File: src/rtl/wra_pkg.sv
// Shared types and constants for the waiting request arbiter.
// No dependencies; every other file of the block refers to this package.
package wra_pkg;

  // Default table geometry, handed down through the top-level parameters.
  localparam int DefTableEntries = 16;
  localparam int DefRankCount    = 256;
  localparam int DefStampBits    = 32;

  // Fixed widths of the request and response fields.
  localparam int RankW    = 8;
  localparam int StampInW = 32;

  // Request operation codes.
  typedef enum logic [0:0] {
    OpArrive = 1'b0,
    OpPoll   = 1'b1
  } op_e;

  // Table access controls, one operation per cycle on the shared address.
  typedef struct packed {
    logic rd_en;   // read rank, stamp and valid bit, data next cycle
    logic wr_en;   // write rank and stamp, mark entry valid
    logic clr_en;  // mark entry free
  } tbl_ctrl_t;

endpackage

File: src/rtl/wra_req_if.sv
// Request channel of the waiting request arbiter: valid/ready plus payload.
// Depends on wra_pkg for field widths.
interface wra_req_if;
  logic                       valid;
  logic                       ready;
  logic                       operation;
  logic [wra_pkg::RankW-1:0]    requester_rank;
  logic [wra_pkg::StampInW-1:0] stamp;
  logic                       waiting_valid;
  logic [wra_pkg::RankW-1:0]    waiting_rank;

  modport source (
    output valid, operation, requester_rank, stamp, waiting_valid, waiting_rank,
    input  ready
  );
  modport sink (
    input  valid, operation, requester_rank, stamp, waiting_valid, waiting_rank,
    output ready
  );
endinterface

File: src/rtl/wra_rsp_if.sv
// Response channel of the waiting request arbiter: valid/ready plus result.
// Depends on wra_pkg for field widths.
interface wra_rsp_if;
  logic                    valid;
  logic                    ready;
  logic                    grant_valid;
  logic [wra_pkg::RankW-1:0] grant_rank;
  logic                    dropped;

  modport source (
    output valid, grant_valid, grant_rank, dropped,
    input  ready
  );
  modport sink (
    input  valid, grant_valid, grant_rank, dropped,
    output ready
  );
endinterface

File: src/rtl/wra_table.sv
// Pending request table: rank/stamp memory with registered read, plus valid bits.
// Depends on wra_pkg for the control struct and rank width.
module wra_table #(
  parameter int Entries = wra_pkg::DefTableEntries,
  parameter int StampW  = wra_pkg::StampInW
) (
  input  logic                          clk_i,
  input  logic                          rst_ni,
  input  wra_pkg::tbl_ctrl_t            ctrl_i,
  input  logic [$clog2(Entries)-1:0]    addr_i,
  input  logic [wra_pkg::RankW-1:0]     wr_rank_i,
  input  logic [StampW-1:0]             wr_stamp_i,
  output logic                          cur_valid_o,
  output logic                          rd_valid_o,
  output logic [wra_pkg::RankW-1:0]     rd_rank_o,
  output logic [StampW-1:0]             rd_stamp_o
);

  localparam int WordW = wra_pkg::RankW + StampW;

  logic [WordW-1:0]   mem_q [Entries];
  logic [WordW-1:0]   rd_word_q;
  logic               rd_valid_q;
  logic [Entries-1:0] valid_q;

  always_ff @(posedge clk_i) begin
    if (ctrl_i.wr_en) begin
      mem_q[addr_i] <= {wr_rank_i, wr_stamp_i};
    end
    if (ctrl_i.rd_en) begin
      rd_word_q <= mem_q[addr_i];
    end
  end

  always_ff @(posedge clk_i or negedge rst_ni) begin
    if (!rst_ni) begin
      valid_q    <= '0;
      rd_valid_q <= 1'b0;
    end else begin
      if (ctrl_i.wr_en) begin
        valid_q[addr_i] <= 1'b1;
      end else if (ctrl_i.clr_en) begin
        valid_q[addr_i] <= 1'b0;
      end
      if (ctrl_i.rd_en) begin
        rd_valid_q <= valid_q[addr_i];
      end
    end
  end

  assign cur_valid_o = valid_q[addr_i];
  assign rd_valid_o  = rd_valid_q;
  assign rd_rank_o   = rd_word_q[WordW-1:StampW];
  assign rd_stamp_o  = rd_word_q[StampW-1:0];

endmodule

File: src/rtl/waiting_request_arbiter_core.sv
// Waiting request arbiter: table of pending peer requests with wait-aware grants.
// Depends on wra_pkg, wra_req_if, wra_rsp_if and wra_table.
//
// Usage:
//   req_i carries one request per valid/ready handshake. An arrive request
//   (operation = arrive) stores a requester rank and stamp in the lowest free
//   slot; a poll request grants and removes at most one pending entry, chosen by age
//   and by the rank the caller waits for. rsp_o returns exactly one response
//   per request, in order.
//   Sequence: a poll walks the whole table through the memory read port, one
//   entry per cycle in StScan, then goes through StDrain to StFinish, where
//   its response is registered once the output register is free, and the
//   block returns to StIdle for the next request. An arrive walks the valid
//   bits to the first free slot; a refused rank goes straight to StFinish.
//   One request is in flight at a time; the single memory port and the table
//   walk set the rate. Reset clears all valid bits at once, so the table
//   starts empty with no clearing pass; the block is ready for a request as
//   soon as reset is released. A response waits in the output register while
//   rsp_o stalls; the next request is still accepted, and its response holds
//   until the register drains.
module waiting_request_arbiter_core #(
  parameter int TABLE_ENTRIES = wra_pkg::DefTableEntries,
  parameter int RANK_COUNT    = wra_pkg::DefRankCount,
  parameter int STAMP_BITS    = wra_pkg::DefStampBits
) (
  input  logic      clk_i,
  input  logic      rst_ni,
  wra_req_if.sink   req_i,
  wra_rsp_if.source rsp_o
);

  localparam int IdxW   = $clog2(TABLE_ENTRIES);
  // Stamps are compared on their low min(STAMP_BITS, 32) bits; the field has 32.
  localparam int StampW = (STAMP_BITS < wra_pkg::StampInW) ? STAMP_BITS
                                                          : wra_pkg::StampInW;
  localparam logic [IdxW-1:0] LastIdx = IdxW'(TABLE_ENTRIES - 1);

  typedef enum logic [2:0] {
    StIdle,
    StArrive,
    StScan,
    StDrain,
    StFinish
  } state_e;

  state_e                    state_q;
  logic [IdxW-1:0]           idx_q;
  wra_pkg::op_e              op_q;
  logic [wra_pkg::RankW-1:0] rank_q;
  logic [StampW-1:0]         stamp_q;
  logic                      wvalid_q;
  logic [wra_pkg::RankW-1:0] wrank_q;
  logic                      drop_q;

  // Read pipeline bookkeeping: data for rd_idx_q shows up this cycle.
  logic                      rd_act_q;
  logic [IdxW-1:0]           rd_idx_q;

  // Candidate a: exact wait match (or any entry when not waiting).
  // Candidate b: oldest entry ranked below the awaited peer.
  logic                      a_found_q, b_found_q;
  logic [IdxW-1:0]           a_slot_q, b_slot_q;
  logic [StampW-1:0]         a_stamp_q, b_stamp_q;
  logic [wra_pkg::RankW-1:0] a_rank_q, b_rank_q;

  logic                      out_valid_q;
  logic                      out_gv_q;
  logic [wra_pkg::RankW-1:0] out_rank_q;
  logic                      out_drop_q;

  wra_pkg::tbl_ctrl_t        tbl_ctrl;
  logic [IdxW-1:0]           tbl_addr;
  logic                      cur_valid;
  logic                      rd_valid;
  logic [wra_pkg::RankW-1:0] rd_rank;
  logic [StampW-1:0]         rd_stamp;

  logic                      accept;
  logic                      rank_ok;
  logic                      fire;
  logic                      hit_a, hit_b;
  logic                      grant;
  logic [IdxW-1:0]           grant_slot;
  logic [wra_pkg::RankW-1:0] grant_rank;

  assign req_i.ready = (state_q == StIdle);
  assign accept      = req_i.valid && req_i.ready;
  assign rank_ok     = (32'(req_i.requester_rank) < RANK_COUNT);

  // The output register must be free (or draining) to take a result.
  assign fire = (state_q == StFinish) && (!out_valid_q || rsp_o.ready);

  // Scan compare: strict less-than keeps the lowest slot on equal stamps.
  assign hit_a = rd_act_q && rd_valid && (!wvalid_q || (rd_rank == wrank_q)) &&
                 (!a_found_q || (rd_stamp < a_stamp_q));
  assign hit_b = rd_act_q && rd_valid && wvalid_q && (rd_rank < wrank_q) &&
                 (!b_found_q || (rd_stamp < b_stamp_q));

  // Prefer the exact match; fall back to the lower-rank pick.
  assign grant      = a_found_q || b_found_q;
  assign grant_slot = a_found_q ? a_slot_q : b_slot_q;
  assign grant_rank = a_found_q ? a_rank_q : b_rank_q;

  always_comb begin
    tbl_ctrl        = '0;
    tbl_ctrl.rd_en  = (state_q == StScan);
    tbl_ctrl.wr_en  = (state_q == StArrive) && !cur_valid;
    tbl_ctrl.clr_en = fire && (op_q == wra_pkg::OpPoll) && grant;
    tbl_addr        = (state_q == StFinish) ? grant_slot : idx_q;
  end

  wra_table #(
    .Entries (TABLE_ENTRIES),
    .StampW  (StampW)
  ) u_table (
    .clk_i       (clk_i),
    .rst_ni      (rst_ni),
    .ctrl_i      (tbl_ctrl),
    .addr_i      (tbl_addr),
    .wr_rank_i   (rank_q),
    .wr_stamp_i  (stamp_q),
    .cur_valid_o (cur_valid),
    .rd_valid_o  (rd_valid),
    .rd_rank_o   (rd_rank),
    .rd_stamp_o  (rd_stamp)
  );

  always_ff @(posedge clk_i or negedge rst_ni) begin
    if (!rst_ni) begin
      state_q     <= StIdle;
      idx_q       <= '0;
      op_q        <= wra_pkg::OpArrive;
      rank_q      <= '0;
      stamp_q     <= '0;
      wvalid_q    <= 1'b0;
      wrank_q     <= '0;
      drop_q      <= 1'b0;
      rd_act_q    <= 1'b0;
      rd_idx_q    <= '0;
      a_found_q   <= 1'b0;
      b_found_q   <= 1'b0;
      a_slot_q    <= '0;
      b_slot_q    <= '0;
      a_stamp_q   <= '0;
      b_stamp_q   <= '0;
      a_rank_q    <= '0;
      b_rank_q    <= '0;
      out_valid_q <= 1'b0;
      out_gv_q    <= 1'b0;
      out_rank_q  <= '0;
      out_drop_q  <= 1'b0;
    end else begin
      // Track which entry the memory is returning.
      rd_act_q <= (state_q == StScan);
      rd_idx_q <= idx_q;

      // Fold each returned entry into both candidates.
      if (hit_a) begin
        a_found_q <= 1'b1;
        a_slot_q  <= rd_idx_q;
        a_stamp_q <= rd_stamp;
        a_rank_q  <= rd_rank;
      end
      if (hit_b) begin
        b_found_q <= 1'b1;
        b_slot_q  <= rd_idx_q;
        b_stamp_q <= rd_stamp;
        b_rank_q  <= rd_rank;
      end

      unique case (state_q)
        StIdle: begin
          if (accept) begin
            op_q      <= wra_pkg::op_e'(req_i.operation);
            rank_q    <= req_i.requester_rank;
            stamp_q   <= req_i.stamp[StampW-1:0];
            wvalid_q  <= req_i.waiting_valid;
            wrank_q   <= req_i.waiting_rank;
            drop_q    <= 1'b0;
            idx_q     <= '0;
            a_found_q <= 1'b0;
            b_found_q <= 1'b0;
            if (wra_pkg::op_e'(req_i.operation) == wra_pkg::OpPoll) begin
              state_q <= StScan;
            end else if (!rank_ok) begin
              // Refuse out-of-range ranks like a full table.
              drop_q  <= 1'b1;
              state_q <= StFinish;
            end else begin
              state_q <= StArrive;
            end
          end
        end
        StArrive: begin
          // Stop at the first free slot; the write happens this cycle.
          if (!cur_valid) begin
            state_q <= StFinish;
          end else if (idx_q == LastIdx) begin
            drop_q  <= 1'b1;
            state_q <= StFinish;
          end else begin
            idx_q <= idx_q + 1'b1;
          end
        end
        StScan: begin
          if (idx_q == LastIdx) begin
            state_q <= StDrain;
          end else begin
            idx_q <= idx_q + 1'b1;
          end
        end
        StDrain: begin
          // Last read data is folded in at this edge.
          state_q <= StFinish;
        end
        StFinish: begin
          if (fire) begin
            out_gv_q   <= (op_q == wra_pkg::OpPoll) && grant;
            out_rank_q <= ((op_q == wra_pkg::OpPoll) && grant) ? grant_rank : '0;
            out_drop_q <= (op_q == wra_pkg::OpArrive) && drop_q;
            state_q    <= StIdle;
          end
        end
        default: begin
          state_q <= StIdle;
        end
      endcase

      // Hold the response until the receiver takes it.
      if (fire) begin
        out_valid_q <= 1'b1;
      end else if (rsp_o.ready) begin
        out_valid_q <= 1'b0;
      end
    end
  end

  assign rsp_o.valid       = out_valid_q;
  assign rsp_o.grant_valid = out_gv_q;
  assign rsp_o.grant_rank  = out_rank_q;
  assign rsp_o.dropped     = out_drop_q;

endmodule
File: src/flat_wrapper.sv
// flat-port wrapper written by rule: the top's interface ports become plain ports
module waiting_request_arbiter_core_flat 
#(
  parameter int TABLE_ENTRIES = wra_pkg::DefTableEntries,
  parameter int RANK_COUNT    = wra_pkg::DefRankCount,
  parameter int STAMP_BITS    = wra_pkg::DefStampBits
)
  (clk_i, rst_ni, req_i_valid, req_i_operation, req_i_requester_rank, req_i_stamp, req_i_waiting_valid, req_i_waiting_rank, req_i_ready, rsp_o_valid, rsp_o_grant_valid, rsp_o_grant_rank, rsp_o_dropped, rsp_o_ready);
  wra_req_if req_i_i ();
  wra_rsp_if rsp_o_i ();
  input  logic clk_i;
  input  logic rst_ni;
  input wire logic [$bits(req_i_i.valid)-1:0] req_i_valid;
  input wire logic [$bits(req_i_i.operation)-1:0] req_i_operation;
  input wire logic [$bits(req_i_i.requester_rank)-1:0] req_i_requester_rank;
  input wire logic [$bits(req_i_i.stamp)-1:0] req_i_stamp;
  input wire logic [$bits(req_i_i.waiting_valid)-1:0] req_i_waiting_valid;
  input wire logic [$bits(req_i_i.waiting_rank)-1:0] req_i_waiting_rank;
  output wire logic [$bits(req_i_i.ready)-1:0] req_i_ready;
  output wire logic [$bits(rsp_o_i.valid)-1:0] rsp_o_valid;
  output wire logic [$bits(rsp_o_i.grant_valid)-1:0] rsp_o_grant_valid;
  output wire logic [$bits(rsp_o_i.grant_rank)-1:0] rsp_o_grant_rank;
  output wire logic [$bits(rsp_o_i.dropped)-1:0] rsp_o_dropped;
  input wire logic [$bits(rsp_o_i.ready)-1:0] rsp_o_ready;
  assign req_i_i.valid = req_i_valid;
  assign req_i_i.operation = req_i_operation;
  assign req_i_i.requester_rank = req_i_requester_rank;
  assign req_i_i.stamp = req_i_stamp;
  assign req_i_i.waiting_valid = req_i_waiting_valid;
  assign req_i_i.waiting_rank = req_i_waiting_rank;
  assign req_i_ready = req_i_i.ready;
  assign rsp_o_valid = rsp_o_i.valid;
  assign rsp_o_grant_valid = rsp_o_i.grant_valid;
  assign rsp_o_grant_rank = rsp_o_i.grant_rank;
  assign rsp_o_dropped = rsp_o_i.dropped;
  assign rsp_o_i.ready = rsp_o_ready;
  waiting_request_arbiter_core #(.TABLE_ENTRIES(TABLE_ENTRIES), .RANK_COUNT(RANK_COUNT), .STAMP_BITS(STAMP_BITS)) u_core (.clk_i(clk_i), .rst_ni(rst_ni), .req_i(req_i_i), .rsp_o(rsp_o_i));
endmodule
File: config.mk
export PLATFORM = sky130hd
export DESIGN_NAME = waiting_request_arbiter_core_flat
export DESIGN_NICKNAME = d
export VERILOG_FILES = /design/src/rtl/wra_pkg.sv /design/src/rtl/wra_req_if.sv /design/src/rtl/wra_rsp_if.sv /design/src/rtl/wra_table.sv /design/src/rtl/waiting_request_arbiter_core.sv /design/src/flat_wrapper.sv
export SDC_FILE = /design/constraint.sdc
export NUM_CORES = 1
export LEC_CHECK = 0
export BUFFER_PORTS_ARGS = -buffer_cell sky130_fd_sc_hd__buf_4
export CAP_MARGIN = 20
export CORE_MARGIN = 5
export CORE_UTILIZATION = 45
export CTS_CLUSTER_SIZE = 28
export DETAILED_ROUTE_END_ITERATION = 8
export REMOVE_ABC_BUFFERS = 1
export SLEW_MARGIN = 15
export SYNTH_ARGS = -nofsm -noshare
export SYNTH_HDL_FRONTEND = slang
export SYNTH_SLANG_ARGS = --single-unit
File: constraint.sdc
create_clock -name clk_i -period 6.6 [get_ports clk_i]
set_clock_uncertainty 0.2 [all_clocks]
set_input_delay 0.33 -clock clk_i [delete_from_list [all_inputs] [get_ports clk_i]]
set_output_delay 0.33 -clock clk_i [all_outputs]
set_load 0.05 [all_outputs]
==> results of run 1 <==
-- worst max path at each step --
stage | to | startpoint
floorplan | u_core.u_table.mem_q[8][0] | u_core.a_found_q
global placement | u_core.u_table.mem_q[8][11] | u_core.a_found_q
detailed placement | u_core.u_table.mem_q[12][37] | u_core.a_found_q
CTS | u_core.u_table.mem_q[8][11] | u_core.a_found_q
global route | u_core.u_table.mem_q[8][22] | u_core.a_found_q
finish | u_core.u_table.mem_q[12][37] | u_core.a_found_q
-- through the flow --
stage / total power, W / std cells / worst slack (ns)
final: 0.01843 / 3388 / 1.875
after global routing: 0.01949 / 3388 / 1.602
after CTS: 0.01863 / 3387 / 1.851
after detailed placement: 0.01361 / 3163 / 1.889
after global placement: 0.01345 / 3163 / 1.938
after floorplan: 0.01254 / 2001 / -5.480
-- placed cells by master (no fill, tap or decap), types with 8 or more instances in the layout --
cell           Yosys  layout
ha_1              71      71
o221a_2           31      31
mux2_2            45      45
nand3b_1          33      33
a21oi_1           36      36
a22oi_1           80      80
o211ai_1          49      49
clkinv_2           0      19
buf_4              3     104
mux4_2           168     168
mux2i_1           12      12
edfxtp_1         680     680
nor2_4             0      16
o21a_1            13      12
a21o_1            22      21
dfrtp_1          181     180
clkbuf_1          84      20
nor2_1            39      23
nand3_1            8       8
clkbuf_16          0      92
nand2_1          271     270
dlygate4sd3_1      0      54
clkinv_1           0      22
nor3b_1           13      12
o21ai_0           52      52
inv_1             74      74
nand4_1           61      61
-- cells by family after synthesis --
family	Yosys count	share of synthesized area (%)
DFF	861	70.38
AOI/OAI and AO/OA	315	6.407
adders and majority gates	71	2.506
and+or+nand+nor	454	6.008
buffers and inverters	195	2.213
muxes	226	12.48
-- worst max-delay path, stage by stage, from the launching register on --
cell,delay (ns)
dfrtp_4,0.51
mux2i_2,0.49
mux4_2,0.56
nand2_1,0.08
nand2_1,0.09
a2111oi_4,0.64
buf_4,0.29
nand3_1,0.26
nor2_4,0.94
buf_4,0.34
-- Yosys cell counts (2+ instances only) --
cell type | instances | area, um2
edfxtp_1 | 680 | 20420
nand2_1 | 271 | 1017
dfrtp_1 | 181 | 4529
mux4_2 | 168 | 3784
clkbuf_1 | 84 | 315.3
a22oi_1 | 80 | 600.6
inv_1 | 74 | 277.8
ha_1 | 71 | 888.4
nand4_1 | 61 | 381.6
o21ai_0 | 52 | 260.3
o211ai_1 | 49 | 367.9
mux2_2 | 45 | 506.7
nor2_1 | 39 | 146.4
a21oi_1 | 36 | 180.2
nand3b_1 | 33 | 247.7
o221a_2 | 31 | 349.1
buf_2 | 27 | 135.1
a21o_1 | 22 | 165.2
nor3b_1 | 13 | 97.59
o21a_1 | 13 | 97.59
mux2i_1 | 12 | 120.1
nand3_1 | 8 | 40.04
o21ai_1 | 8 | 40.04
o31ai_1 | 7 | 52.55
buf_1 | 6 | 22.52
nand2b_1 | 6 | 37.54
nor2b_1 | 6 | 37.54
nor3_1 | 5 | 25.02
buf_4 | 3 | 22.52
nand3_2 | 3 | 30.03
or2_2 | 3 | 18.77
a211oi_1 | 2 | 15.01
a21boi_0 | 2 | 15.01
a221oi_1 | 2 | 17.52
a31oi_1 | 2 | 12.51
o31a_1 | 2 | 17.52
-- flip-flops by register name, indices dropped and copies added, names as in the netlist, 32 cells and up, named ones only --
| register | count |
|---|---|
| u_core.u_table.rd_word_q | 40 |
| u_core.stamp_q | 32 |
| u_core.b_stamp_q | 32 |
| u_core.a_stamp_q | 32 |
| u_core.u_table.mem_q | 640 |
-- final cells by class --
type	count	area (um2)	area share, %
antenna	1	2.502	0.006122
clock buffer	113	2391	5.850
clock inverter	57	528.0	1.292
inverter	74	277.8	0.6795
multi-input combinational	1066	9935	24.30
sequential	861	24950	61.05
tap	1050	1314	3.214
timing repair buffer	166	1475	3.609
-- report_power, final --
part,switching [W],internal (W),total (W),leakage [nW]
combinational,0.00289,0.00234,0.00523,4.59
clock,0.00212,0.00286,0.00498,1.43
sequential,0.00104,0.00718,0.00822,8.36
total,0.00605,0.0124,0.0184,14.4
-- routing by layer --
layer / part of all wire, % / global-route usage (%) / vias up
met5: 0 / 0 / -
li1: - / - / 8636
met2: 47 / 30.16 / 571
met1: 45 / 28.45 / 10170
met4: 2.1 / 5.231 / 0
met3: 6.0 / 3.080 / 109
==> reports/qor.yml, run 1 <==
hold_class: "input pin to asynchronous set/reset pin"
synthArstFlopShare_pct: 21.02
cp-start-kind: "register"
grt_max_degree: 118
holdBufCountCts: 54
p_leak_nw: 14.38
fin_area_um2: 40880
postRouteAntennaNets: 0
clk_latency_ns: 0.65
die_area_um2: 84480
cts_resized: 0
grt_overflow: 0
slew_headroom_pct: 26.79
initial_core_util_pct: 45.09
whs_ns: -0.0002119
drive_gt1_share_pct: 22.34
core_area_um2: 78610
final_core_util_pct: 52.00
slew_viol_final: 0
fmax_mhz: 211.6
first_iter_violations: 2005
grt_antenna_before_repair: 2
place_area_um2: 37410
synthToLayoutAreaGrowth_pct: 15.32
syn_area_um2: 35450
power_density_nw_per_um2: 450.9
grt_setup_unrepaired: "false"
status: "finished, violations left"
endpoint_kind: "register"
fp-row-count: 103
vias_per_cell: 5.750
maxCapViolations: 0
cts_tree: "done"
yosysSeqAreaShare_pct: 70.38
tns_ns: 0
clock_path_buffers: 3
synth_edf_count: 680
die_y_um: 290.7
grt_pass1_vias: 19770
dp_hpwl_um: 46980
ios: 66
fin_crit_ns: 4.725
drtPass1Iterations: 5
ff2ff_setup_slack_ns: 1.88
gp_congestion: 0.7964
nFillCells: 6352
vias: 19480
cts_htree_levels: 3
wl_per_cell_um: 24.28
worstRegToRegCells: 9
clock_sink_count: 861
syn_avg_cell_area_um2: 16.70
cp_max_fo: 26
synth_ff_type: "edfxtp_1"
worst_pin_slew_ns: 1.096
nets: 2385
required_ns: 6.74
timing.rr.start: "u_core.a_found_q"
drc: 0
r2r_end: "u_core.u_table.mem_q[12][37]"
grt_util_all_layers_pct: 19.24
min_period_over_period_pct: 71.59
io_buffers: 65
ys_ff_latch: 861
post_cts_buffers: 0
vdd_drop_max_mv: 0.2456
yosys_warnings: 0
clk_pin_slew_ns: 0.06
die_w_um: 290.7
violations: "negative hold slack"
drt-total-wl_um: 82260
synth_cells: 2122
grt_first_pass_wirelength_um: 124600
hold_viol_final: 1
cts_root_buf: "clkbuf_16"
arrival_ns: 4.86
setup_viol: 0
synth_cell_types: 51
numCtsBuffers: 91
path_class: "register to register"
Note: power is estimated with default switching activity, not from simulation.
==> run 2, diff against run 1 <==
ABC_AREA = 1   (was default)
clock period = 3.9 ns   (was 6.6 ns; I/O delays follow)
==> reports/qor.yml, run 2 <==
power_frac_seq_pct: 45.9  # +1.3 points
clock_power_share_pct: 27.3  # +0.3 points
wl_per_cell_um: 21.86  # -10%
cts_root_buf: "clkbuf_16"
dp_slack_ns: 0.5247  # -1.364 ns
maxCapViolations: 0  # unchanged
yosysSeqAreaShare_pct: 73.32  # +2.9 points
cp_max_fo: 32  # +23%
grt_overflow: 0  # unchanged
slew_viol_final: 0  # unchanged
final_core_util_pct: 52.89  # +0.90 points
postRouteAntennaNets: 0  # unchanged
synthArstFlopShare_pct: 21.02  # unchanged
worstRegToRegCells: 16  # +7
switching_power_w: 0.01059  # +75%
endpoint_kind: "register"
drtPass1Iterations: 5  # unchanged
largest_register_ffs: 640  # unchanged
synth_cell_types: 38  # -25%
drive_gt1_share_pct: 12.40  # -9.9 points
drc: 0  # unchanged
synthMostInstantiatedCell: "edfxtp_1"
instances_no_fill: 3710  # +9.5%
cp_slowest_cell: "dfrtp_1"
p_comb_share_pct: 26.8  # -1.6 points
final_cell_mix: "680 x edfxtp_1, 650 x nand2_1, 320 x a22oi_1"
cts_htree_levels: 3  # unchanged
top_regs: "u_core.u_table.mem_q (640), u_core.u_table.rd_word_q (40)"
vias: 20870  # +7.1%
r2r_end: "u_core.u_table.mem_q[9][5]"
power_density_nw_per_um2: 776.2  # +72%
timing.rr.start: "u_core.a_found_q"
cts_resized: 0  # unchanged
yosys.area.top_type: "edfxtp_1"
crit_path_start: "u_core.a_found_q"
clock_sink_count: 861  # unchanged
worst_pin_slew_ns: 0.9225  # -0.1731 ns
required_ns: 3.97  # -2.77 ns
power.internal_w: 0.02008  # +62%
arrival_ns: 3.55  # -1.31 ns
multi_input_area_um2: 8318  # -16%
nets: 2796  # +17%
ff2ff_setup_slack_ns: 0.41  # -1.46 ns
dp_hpwl_um: 46570  # -0.86%
ios: 66  # unchanged
min_period_over_period_pct: 89.39  # +18 points
die_area_um2: 81220  # -3.9%
ys_ff_latch: 861  # unchanged
io_buffers: 65  # unchanged
clock_path_buffers: 3  # unchanged
path_class: "register to register"
layout_commonest_cell: "edfxtp_1"
slew_headroom_pct: 38.50  # +12 points
hold_class: "input pin to asynchronous set/reset pin"
dp.cells: 3497  # +11%
numCtsBuffers: 88  # -3.3%
p_total_w: 0.03067  # +66%
grt_first_pass_wirelength_um: 125600  # +0.76%
syn_avg_cell_area_um2: 13.45  # -19%
initial_core_util_pct: 45.55  # +0.46 points
grt_max_degree: 115  # -2.5%
synth_cells: 2529  # +19%
yosysTopAreaCellShare_pct: 60.01  # +2.4 points
grt_antenna_before_repair: 3  # +1
drt-total-wl_um: 81100  # -1.4%
status: "completed"
vias_per_cell: 5.625  # -2.2%
die_y_um: 285.0  # -2.0%
yosys-top-cells-area: "edfxtp_1 60%, dfrtp_1 13%, nand2_1 7.2%"
setup_viol: 0  # unchanged
die_w_um: 285.0  # -2.0%
p_leak_nw: 14.70  # +2.2%
setup_ws_ns: 0.4138  # -1.461 ns
vdd_drop_max_mv: 0.4290  # +75%
swShare_pct: 34.52  # +1.7 points
diodes: 0  # -1
grt_util_all_layers_pct: 19.79  # +0.55 points
ff_latch_area_um2: 24950  # about the same
syn_area_um2: 34030  # -4.0%
hold_viol_final: 0  # -1
synth_commonest_cells: "680 x edfxtp_1, 651 x nand2_1, 320 x a22oi_1"
synthToLayoutAreaGrowth_pct: 16.11
fp-row-count: 100  # -2.9%
clk_latency_ns: 0.63  # -0.02 ns
cp-start-kind: "register"
grt_pass1_vias: 20980  # +6.1%
path_cells: "inv_2 -> nand2_1 -> nand2_1 -> nand2_2 -> nand2_1 -> nand2_1 -> nand2_1 -> nand2_1 -> nand2_1 -> nand2_1 -> nand2_1 -> nor2_1 -> nand2_2 -> buf_12 -> nor2_4 -> buf_4"
cts_tree: "done"
nFillCells: 6018  # -5.3%
gp_congestion: 0.8552  # +7.4%
synth_ff_type: "edfxtp_1"
core_area_um2: 74700  # -5.0%
grt_setup_unrepaired: "false"
max_flop_register: "u_core.u_table.mem_q"
clk_pin_slew_ns: 0.06  # about the same
synth_edf_count: 680  # unchanged
cp_common_cell: "nand2_1"
yosys_warnings: 0  # unchanged
fmax_mhz: 286.8  # +36%
max_stage_delay_ns: 0.69  # -0.25 ns
first_iter_violations: 1783  # -11%
fin_crit_ns: 3.486  # -1.239 ns
run 2: cell count changes in the layout (fill, tap and decap cells not counted), sizes merged, moves of 29 or more:
cell    delta
a22oi    +240
nand2    +383
inv       +29
nand3b    -31
nand3    +101
o211ai    -44
mux4     -168
o221a     -31
run 2: what timing repair did:
item                      CTS  global route
hold buffers               53             0
hold endpoints to repair  143             0
setup buffers               0             0
run 2: power groups by stage:
stage	registers (W)	clock network [W]	logic (W)
6_report	0.0141	0.00838	0.00822
4_1_cts	0.0141	0.00857	0.00827
3_5_place_dp	0.0142	0	0.00820
3_3_place_gp	0.0141	0	0.00803
2_1_floorplan	0.0135	0	0.00495
5_1_grt	0.0143	0.00896	0.00924
run 2: cell type report:
class / instances / area share, %
Clock buffer: 115 / 6.087
Sequential cell: 861 / 63.15
Inverter: 103 / 0.9785
Tap cell: 969 / 3.069
Multi-Input combinational cell: 1439 / 21.05
Clock inverter: 45 / 1.238
Timing Repair Buffer: 178 / 4.430
run 2: cells by family (layout without fill, tap and decap cells):
kind of cell / count (synthesis) / in the layout / share of synthesized area (%)
adder cells (fa/ha/maj): 71 / 71 / 2.611
buffers and inverters: 229 / 441 / 2.813
multiplexers: 50 / 50 / 1.625
AO/OA/AOI/OAI: 438 / 438 / 8.954
AND/OR/NAND/NOR: 880 / 880 / 10.68
flip-flops: 861 / 861 / 73.32
run 2: per-stage QoR:
step | hold WS (ns) | TNS, ns | area, um2
floorplan | -0.3006 | -3529.93 | 33460
global placement | 0.1203 | 0 | 36090
detailed placement | 0.1275 | 0 | 36090
CTS | 0.01543 | 0 | 39510
global route | 0.07445 | 0 | 39510
finish | 0.01712 | 0 | 39510
run 2: routing by layer:
| metal | share of wire [%] | GRT usage [%] |
|---|---|---|
| met4 | 2.0 | 5.114 |
| met5 | 0 | 0 |
| met2 | 47 | 32.06 |
| met3 | 6.5 | 2.508 |
| met1 | 44 | 28.76 |
run 2: how the worst max path moves through the flow:
stage,cells after the start,to,slack (ns)
6_report,16,u_core.u_table.mem_q[9][5],0.41
5_1_grt,16,u_core.u_table.mem_q[8][26],0.27
4_1_cts,16,u_core.u_table.mem_q[8][26],0.47
3_5_place_dp,16,u_core.u_table.mem_q[8][11],0.52
3_3_place_gp,16,u_core.u_table.mem_q[9][0],0.62
2_1_floorplan,8,u_core.u_table.mem_q[11][0],-5.22
run 2: critical path, delay by kind of cell, from the launching register on:
family | cells | cell delay [ns]
flip-flops | 1 | 0.69
buffers and inverters | 3 | 0.74
AND/OR/NAND/NOR | 13 | 1.43
